$ cat config.mk
export PLATFORM = sky130hd
export DESIGN_NAME = raidpc_xacc
export DESIGN_NICKNAME = d
export VERILOG_FILES = /design/src/hdl/raidpc_pkg.sv /design/src/hdl/raidpc_xacc.sv
export SDC_FILE = /design/constraint.sdc
export NUM_CORES = 1
export LEC_CHECK = 0
export BUFFER_PORTS_ARGS = -buffer_cell sky130_fd_sc_hd__buf_4
export CAP_MARGIN = 25
export CORE_MARGIN = 2
export CORE_UTILIZATION = 25
export DETAILED_ROUTE_END_ITERATION = 8
export GPL_ROUTABILITY_DRIVEN = 0
export GPL_TIMING_DRIVEN = 0
export SLEW_MARGIN = 10
export SYNTH_ARGS = -nofsm -noshare
export SYNTH_HDL_FRONTEND = slang
export SYNTH_SLANG_ARGS = --single-unit
$ cat constraint.sdc
create_clock -name clk_i -period 1.2 [get_ports clk_i]
set_clock_uncertainty 0.15 [all_clocks]
set_input_delay 0 -clock clk_i [delete_from_list [all_inputs] [get_ports clk_i]]
set_output_delay 0 -clock clk_i [all_outputs]
set_load 0.02 [all_outputs]
$ cat src/hdl/raidpc_pkg.sv
package raidpc_pkg;

  localparam int unsigned DATA_W     = 64;
  localparam int unsigned ADDR_W     = 17;
  localparam int unsigned DISK_IDX_W = 2;
  localparam int unsigned CMD_W      = 2;
  localparam int unsigned STATUS_W   = 2;
  // word_address, write_data, disk_index packed and padded to whole bytes
  localparam int unsigned S_TDATA_W  = ((ADDR_W + DATA_W + DISK_IDX_W + 7) / 8) * 8;
  // pipeline stages in one divide-by-constant unit
  localparam int unsigned CDIV_LAT   = 2;

  typedef enum logic [CMD_W-1:0] {
    CMD_READ    = 2'd0,
    CMD_WRITE   = 2'd1,
    CMD_DROP    = 2'd2,
    CMD_REPLACE = 2'd3
  } cmd_e;

  typedef enum logic [STATUS_W-1:0] {
    ST_OK        = 2'd0,
    ST_PARITY    = 2'd1,
    ST_UNREC     = 2'd2,
    ST_NO_PARITY = 2'd3
  } status_e;

  typedef struct packed {
    logic clear;
    logic add;
  } acc_ctrl_t;

endpackage

$ cat src/hdl/raidpc_xacc.sv
module raidpc_xacc (
  input  logic                              clk_i,
  input  raidpc_pkg::acc_ctrl_t             ctrl_i,
  input  logic [raidpc_pkg::DATA_W-1:0]     data_i,
  output logic [raidpc_pkg::DATA_W-1:0]     acc_o
);

  logic [raidpc_pkg::DATA_W-1:0] acc_q;
  logic [raidpc_pkg::DATA_W-1:0] acc_d;

  always_comb begin
    acc_d = acc_q;
    if (ctrl_i.clear) begin
      acc_d = '0;
    end else if (ctrl_i.add) begin
      acc_d = acc_q ^ data_i;
    end
  end

  always_ff @(posedge clk_i) begin
    acc_q <= acc_d;
  end

  assign acc_o = acc_q;

endmodule
# After elaboration in Yosys (flattened, before gate mapping)
# Cells that the tools add are included.
dict set report totals {
  reg_bits 64
  inputBits 67
  word_cells 2
}
dict set report classes {
  bitwise 1
}
# cell count
set ops {}
lappend ops {{$xor A64 B64 Y64} 1}

# Longest topological paths before layout
dict set report logic_depth {
  word_depth 1
  depth_mapped 4
  ltp_nobuf 2
}

# Worst setup path before layout
# OpenSTA, ideal clock, no wires.
dict set report synth_path {
  path_kind {register to register}
  from {register acc_q, in the netlist acc_o[10]}
  to {register acc_q, in the netlist acc_o[10]}
  t_arrival_ns 0.755
  required_time_ns 0.980
  path_slack_ns 0.225
  stages_incl_launch_ff 3
  path_buffers 0
  synth_period_minus_slack_ns 0.975
  path_cell_list {dfxtp_1 -> a21bo_2 -> a21oi_1}
}
dict set report synth_between {
  elab_chain_cells 1
}
# item line_no
set synth_rtl {}
lappend synth_rtl {{start, declared} raidpc_xacc.sv:8} ;# logic [raidpc_pkg::DATA_W-1:0] acc_q;
lappend synth_rtl {{start signal, assigned} raidpc_xacc.sv:21} ;# acc_q <= acc_d;
lappend synth_rtl {{$xor A64 B64 Y64} raidpc_xacc.sv:16} ;# acc_d = acc_q ^ data_i;
# No other way between the ends.
# A chain may end at the register's enable or synchronous reset.

==> qor.txt <==
Critical Path Sink Type: flop
critical path type: input pin to flop
total negative slack: 0 ps
Pwr Density: 1250 nW/um^2
combinational share of power: 20.2%
vias: 2,879
core area: 11,300 sq um
Final Hold Viols: 0
P_int: 4.71 mW
final worst path period share: 95.2%
critical path startpoint category: input pin
synthesized area: 2880 sq um
gr usage total: 13.7%
final antenna-violating net count: 0
FP Rows: 39
Multi-input gate area: 1450 sq um
worst r2r path cells: 2
cell count after placement: 548
sw power: 1.53 mW
first-pass GRT wire length: 14.0 mm
chip width: 111 um
CTS root buffer: clkbuf_16
Unique masters post-synth: 9
fin crit period: 1140 ps
dpl hpwl: 5.65 mm
I/O pin count: 131
die area: 12,400 sq um
drt pass-1 iters: 4
min-delay src: ctrl_i[1]
max reg flops: 64
class of the worst hold path: input pin to flop
Yosys Warn Count: 0
ANT cells: 0
MaxCap Viol Count: 0
crit path max fanout: 10
WL/cell: 13.6 um
Reg2Reg Setup Slack: 250 ps
arrival time at the worst endpoint: 1240 ps
VDD IR-drop max: 0.717 mV
Layout Cells excl Fill: 630
Gate Count Post-Synth: 277
Slew headroom: 66.0%
Clk pwr share: 42.0%
Hold Path Depth: 3
layout cells sized above 1: 45.6%
post-DR vias/cell: 4.57
Post-Route WL: 8.57 mm
highest routed layer: met4
Mapped Avg Cell Area: 10.4 sq um
worst-margin pin slew: 510 ps
fin. max-slew vios: 0
TritonCTS buffer count: 9
run status: completed
CTS tree: built
Fill cells: 1,121
DRT iter0 DRCs: 104
nets@finish: 549
Hold Path Sink: acc_o[35]
metal3 WL: 466 um
RSZ-0062 raised after global routing: false
clk sinks: 64
Yosys reg bits: 64
total gr overflow: 0
r2r endpoint: acc_o[43]
P_leak: 2.14 nW
IO Port Bufs: 128
Post-CTS Setup Bufs: 0
Storage cell area: 1280 sq um
Initial Utilization: 25.5%
reg2reg start: acc_o[43]
CP required: 1300 ps
residual DRC count: 0
clk_lat worst skew: 320 ps
Switching Fraction: 24.5%
pin count of the biggest net entering global routing: 11
Die Y: 111 um
Reg power frac: 37.8%
syn_nets: 344
H-tree levels: 3
Achievable Freq: 875 MHz
WL met2: 4.38 mm
Worst-path clk slew: 50 ps
wl on met1: 3.63 mm
Layout area overhead: 73.2%
Seq/Total Area, Yosys: 44.5%
Max clock buf depth: 2
# setup viols final: 0
initial antenna violation count: 0
vias in the first global route: 3,001
[placed cells by master (no fill, tap or decap)]
master         synthesis  routed
buf_2                  1       1
buf_4                  5     133
bufinv_16              0       1
a21oi_2                0       1
clkbuf_16              0       9
clkbuf_1               0       2
clkbuf_4               2       1
a21bo_2               64      64
clkbuf_8               0       2
dlygate4sd3_1          0      66
clkinv_2               0       2
nand3b_1              64      64
buf_6                  7       8
a21oi_1               64      63
dfxtp_1               64      64
buf_1                  6       6
[cell usage after synthesis (all sizes together)]
| master | n | area, sq um |
|---|---|---|
| clkbuf | 2 | 15.0 |
| a21bo | 64 | 641 |
| a21oi | 64 | 320 |
| dfxtp | 64 | 1280 |
| nand3b | 64 | 480 |
| buf | 19 | 144 |
[critical path, cell delays in order]
cell	delay (ps)
dlygate4sd3_1	570
buf_6	180
clkbuf_4	230
nand3b_1	110
a21oi_1	150
[how the worst max path moves through the flow]
stage	endpoint	start	slack, ps	depth (start not counted)
floorplan	acc_o[10]	acc_o[10]	220	2
global placement	acc_o[12]	ctrl_i[1]	150	3
detailed placement	acc_o[23]	ctrl_i[1]	90	3
CTS	acc_o[23]	ctrl_i[0]	10	5
global route	acc_o[20]	ctrl_i[0]	10	5
finish	acc_o[16]	ctrl_i[0]	60	5
[per-stage QoR]
stage,cell area (sq um),hold slack (ps),utilization (%),power (mW),setup WS [ps]
global placement,4020,137,35.5,3.46,147
global route,4990,173,44.1,6.55,11.7
floorplan,2880,14.4,-,2.98,225
detailed placement,4020,142,35.5,3.49,90.0
finish,4990,139,44.1,6.24,57.1
CTS,4980,159,44.0,6.34,10.7
[power by group through the flow]
| stage | combinational (mW) | sequential [mW] | clock [mW] |
|---|---|---|---|
| floorplan | 0.423 | 2.56 | 0 |
| global placement | 1.07 | 2.39 | 0 |
| detailed placement | 1.09 | 2.40 | 0 |
| CTS | 1.27 | 2.36 | 2.71 |
| global route | 1.36 | 2.38 | 2.81 |
| finish | 1.26 | 2.36 | 2.62 |
[kinds of logic after synthesis]
kind of cell | after synthesis | synth area share, %
flip-flops | 64 | 44.5
AND/OR/NAND/NOR | 64 | 16.7
AO/OA/AOI/OAI | 128 | 33.3
buffers and inverters | 21 | 5.51
[layer usage]
layer,vias to the layer above,GRT usage [%]
met3,9,4.08
met5,-,0
met4,0,4.53
met2,78,24.6
li1,1425,-
met1,1367,15.5
[final cells by class]
class	count	share of cell area, %
plain buffers	21	3.26
multi-input cells	192	29.0
clock buffers	13	5.22
repair buffers	194	32.5
well taps	143	3.59
flip-flops and latches	64	25.7
clock inverters	3	0.802
[what timing repair did]
action	4_1_cts	5_1_grt
resized for setup	0	3
setup endpoints to repair	0	1
hold buffers	66	0
endpoints found under the hold margin	64	0
No activity file was read; power rests on OpenSTA's default activity.
