$ cat src/hdl/raidpc_cdiv.sv
module raidpc_cdiv #(
  parameter int unsigned XW  = 17,
  parameter int unsigned DIV = 3,
  localparam int unsigned RW = (DIV > 1) ? $clog2(DIV) : 1
) (
  input  logic          clk_i,
  input  logic [XW-1:0] x_i,
  output logic [XW-1:0] q_o,
  output logic [RW-1:0] r_o
);

  // Exact reciprocal: floor(x * M / 2^S) == floor(x / DIV) for every x < 2^XW
  localparam int unsigned L  = $clog2(DIV);
  localparam int unsigned S  = XW + L;
  localparam int unsigned MW = XW + 1;
  localparam int unsigned PW = XW + MW;
  localparam longint unsigned M = ((64'd1 << S) + 64'(DIV) - 64'd1) / 64'(DIV);
  localparam logic [XW-1:0] DIV_K = XW'(DIV);

  logic [XW-1:0] x1_q;
  logic [PW-1:0] prod_q;
  logic [PW-1:0] shifted;
  logic [XW-1:0] quo;
  logic [XW-1:0] rem_full;
  logic [XW-1:0] q_q;
  logic [RW-1:0] r_q;

  always_ff @(posedge clk_i) begin
    x1_q   <= x_i;
    prod_q <= {{MW{1'b0}}, x_i} * PW'(M);
  end

  always_comb begin
    shifted  = prod_q >> S;
    quo      = shifted[XW-1:0];
    rem_full = x1_q - XW'(quo * DIV_K);
  end

  always_ff @(posedge clk_i) begin
    q_q <= quo;
    r_q <= rem_full[RW-1:0];
  end

  assign q_o = q_q;
  assign r_o = r_q;

endmodule

$ cat config.mk
export PLATFORM = sky130hd
export DESIGN_NAME = raidpc_cdiv
export DESIGN_NICKNAME = d
export VERILOG_FILES = /design/src/hdl/raidpc_cdiv.sv
export SDC_FILE = /design/constraint.sdc
export NUM_CORES = 1
export LEC_CHECK = 0
export BUFFER_PORTS_ARGS = -buffer_cell sky130_fd_sc_hd__buf_4
export CAP_MARGIN = 30
export CORE_UTILIZATION = 35
export CTS_CLUSTER_DIAMETER = 120
export CTS_CLUSTER_SIZE = 20
export DETAILED_ROUTE_END_ITERATION = 10
export GPL_TIMING_DRIVEN = 0
export HOLD_SLACK_MARGIN = 0.08
export PLACE_DENSITY = 0.47
export SYNTH_ARGS = -nofsm -noshare
export SYNTH_HDL_FRONTEND = slang
export SYNTH_SLANG_ARGS = --single-unit
export TNS_END_PERCENT = 5
$ cat constraint.sdc
create_clock -name clk_i -period 8.1 [get_ports clk_i]
set_clock_uncertainty 0.05 [all_clocks]
set_input_delay 0.81 -clock clk_i [delete_from_list [all_inputs] [get_ports clk_i]]
set_output_delay 0.81 -clock clk_i [all_outputs]
set_load 0.02 [all_outputs]
### Word-level counts from Yosys, hierarchy flattened

Cells that the tools add are included.

| cells by class | value |
|---|---|
| add/sub/neg operators | 1 |
| multiply operators | 2 |
| divide/modulo/power cells | 0 |
| $lt $le $gt $ge | 0 |
| eq/ne operators | 0 |
| shifts and indexed selects | 0 |
| multiplexer cells | 0 |
| bitwise gates (word level) | 0 |
| reduce and logical (&&, ||, !) cells | 0 |

Operators by type and width:

| kind | count |
|---|---|
| multiplier 17 x 18 -> 35 bit (second input constant) | 1 |
| multiplier 16 x 2 -> 2 bit (second input constant) | 1 |
| subtractor 2 bit | 1 |

| storage, ports and cells | value |
|---|---|
| register bits after elaboration | 55 |
| bits in latches | 0 |
| bits in writable memories | 0 |
| ROM bits | 0 |
| input port bits | 18 |
| output and inout port bits | 19 |
| word-level logic and storage cells | 7 |
| memories | 0 |

### Logic depth before layout (Yosys ltp)

| logic depth | value |
|---|---|
| depth in word-level cells | 2 |
| mapped depth | 21 |

### Worst setup path before layout

OpenSTA, ideal clock, no wires.

| timing path | value |
|---|---|
| kind | input-to-reg |
| from | in x_i[2] |
| to | reg prod_q[22] |
| library setup time | 0.072 ns |
| arrival | 5.751 ns |
| slack | 2.227 ns |
| stages on the path | 20 |
| path buffers | 0 |
| path through | ha_1 > inv_1 > fa_1 > inv_1 > fa_1 > inv_1 > fa_1 > inv_1 > fa_1 > inv_1 > fa_1 > inv_1 > ha_1 > and3_4 > and4_4 > a211oi_1 > a21oi_1 > a211o_1 > a21oi_2 > xnor2_1 |

| on the way | value |
|---|---|
| word-level cells in the longest chain between the ends | 1 |

Ends and longest elaborated chain:

| element | RTL line | text |
|---|---|---|
| from (decl) | 7 | `input logic [XW-1:0] x_i,` |
| multiplier 17 x 18 -> 35 bit | 30 | `prod_q <= {{MW{1'b0}}, x_i} * PW'(M);` |
| to (signal assigned) | 30 |  |
| to (decl) | 21 | `logic [PW-1:0] prod_q;` |

No other way between the ends.

### Final worst setup path

| timing path | value |
|---|---|
| from | in x_i[4] |
| to | reg prod_q[32] |

The elaborated chain is that of the path after synthesis.

==> impl_metrics.yaml <==
clock_network:
  insertion_delay_ps: 280
  cts_tree: "done"
  clock_sinks: 36
  cts_setup_buffers: 0
  cts_root_buf: "clkbuf_16"
  htreeDepth: 2
  path_clk_slew_ps: 60
  holdBufCountCts: 0
  ctsResizeCount: 0
  cts_buffer_depth: 2
  cts_inserted_buffers: 5
drt:
  drc: 0
  drtIter0Drc: 153
  drtPass1Iterations: 4
  wl_per_cell_um: 14.2
  ant_nets: 0
  viasPerCell: 4.69
  via_count: 3616
  routed_wl_mm: 10.9
synthesis:
  synth_area_mm2: 0.00544
  syn_nets: 760
  yosysSeqAreaShare_pct: 13.3
  synth_edf_count: 0
  yosys_warnings: 0
  ys.flop_type: "dfxtp_1"
  ys_types: 51
  synth-seq-cells: 36
  async_reset_ff_share_pct: 0
  avgSynthCellArea_um2: 10.1
  syn_inst: 540
layout:
  layout.cells.most_common: "inv_1"
  drive_gt1_share_pct: 9.61
  final_cell_mix: "157 x inv_1, 120 x ha_1, 82 x fa_1"
  ff_latch_area_um2: 721
  area_growth_pct: 12.3
  nNetsFinal: 802
  antenna_cells: 0
  fillCellCount: 1550
  multiInputGateArea_mm2: 0.00409
hold_path:
  worstHoldStart: "prod_q[24]$_DFF_P_"
  min_path_type: "reg2reg"
timing:
  relSlewSlack_pct: 58.0
  fin_crit_ps: 6360
  rsz0062_at_grt: "no"
  fmax_mhz: 157
  hold_viol: 0
  final_max_slew_viol_count: 0
  tightestPinTransition_ps: 627
  setup_viol: 0
  min_period_over_period_pct: 78.5
  fin_ws_ps: 1740
  setup_tns_ps: 0
global_route:
  grt_use_total_pct: 15.0
  grt_pass1_wl_mm: 18.8
  grt_max_degree: 14
  antenna_found_initial: 0
  grt_pass1_vias: 3819
  grt-ovfl-total: 0
worst_setup_path:
  crit_buf_inv: 7
  path_delay_family: "adder cells"
  crit_path_start: "x_i[4]"
  cp_max_fo: 5
  crit_chain: "buf_4, ha_1, inv_1, fa_1, inv_1, fa_1, inv_1, fa_1, inv_1, fa_1, inv_1, fa_1, inv_1, ha_1, and3_4, and4_4, a211oi_1, a211oi_1, nor3_1, o21bai_1, xor2_1"
  timing.rr.start: "prod_q[0]$_DFF_P_"
  required_ps: 8220
  critical_path_class: "in2reg"
  start_kind: "input port"
  worstSetupEndpointType: "flop"
  slowest_delay_ps: 580
  critPathSlowestCell: "fa_1"
  path_common_cell: "inv_1"
  cp_data_arrival_time_ps: 6470
floorplan:
  io_pins: 37
  die_y_um: 127
  die_w_um: 127
  dieArea_mm2: 0.0160
  start_util_pct: 35.8
  row_count: 45
  coreArea_mm2: 0.0152
placed_design:
  dp_hpwl_mm: 9.89
  place_ws_ps: 1390
  io_buffers: 35
  place_congestion: 0.776
run:
  maxCapViolations: 0
run_status:
  outcome: "complete, no violations"
==> area by class of cell <==
| cell class | count | area share (%) |
|---|---|---|
| Multi-Input combinational cell | 340 | 67.0 |
| Sequential cell | 36 | 11.8 |
| Inverter | 157 | 9.65 |
| Clock inverter | 3 | 0.758 |
| Tap cell | 188 | 3.85 |
| Clock buffer | 5 | 2.05 |
| Timing Repair Buffer | 35 | 4.30 |
| Buffer | 7 | 0.574 |
==> registers in the layout, summed over array words and instances, names as in the netlist <==
signal and cells:
r_o 2, q_o 16, prod_q 17, x1_q 1
==> cells in the mapped netlist (3+ instances only) <==
cell type / instances / area (um^2)
a211oi_1: 7 / 52.6
a21o_1: 10 / 75.1
a21oi_1: 20 / 100
and3_1: 6 / 37.5
buf_2: 3 / 15.0
dfxtp_1: 36 / 721
fa_1: 82 / 1640
ha_1: 120 / 1500
inv_1: 157 / 589
nand2_1: 11 / 41.3
nand3_1: 4 / 20.0
nor2_1: 3 / 11.3
o211ai_1: 4 / 30.0
o21a_1: 3 / 22.5
o21ai_0: 12 / 60.1
xnor2_1: 13 / 114
xor2_1: 8 / 70.1
==> stage by stage <==
step	area [um^2]	cells	hold WS (ps)	util [%]
after global routing	6100	771	277	40.2
after floorplan	5440	540	260	-
after detailed placement	5930	763	262	39.0
after global placement	5930	763	260	39.0
final	6100	771	274	40.2
after CTS	6100	771	276	40.2
==> path summary, 6_finish.rpt <==
check	endpoint	slack, ps	cells past startpoint
worst max-delay path	prod_q[32]$_DFF_P_	1740	21
worst min-delay path	q_o[5]$_DFF_P_	270	0
worst max register to register	r_o[1]$_DFF_P_	7130	4
worst min register to register	q_o[5]$_DFF_P_	270	0
==> kinds of logic after synthesis <==
kind of cell             share of synthesized area (%)
AO/OA/AOI/OAI                                     9.65
XOR/XNOR                                          3.38
adder cells (fa/ha/maj)                           57.8
buffers and inverters                             11.5
flip-flops                                        13.3
other                                           0.0690
AND/OR/NAND/NOR                                   4.33
==> layer usage <==
layer,track usage [%],vias to the layer above,part of all wire (%)
li1,-,1798,-
met5,0,-,0
met1,20.5,1780,49
met4,3.40,0,0.93
met2,26.0,31,49
met3,0.801,7,1.1
Power is not shown: default switching activity piles up to over one toggle a cycle in this logic, so the estimate is an artifact.
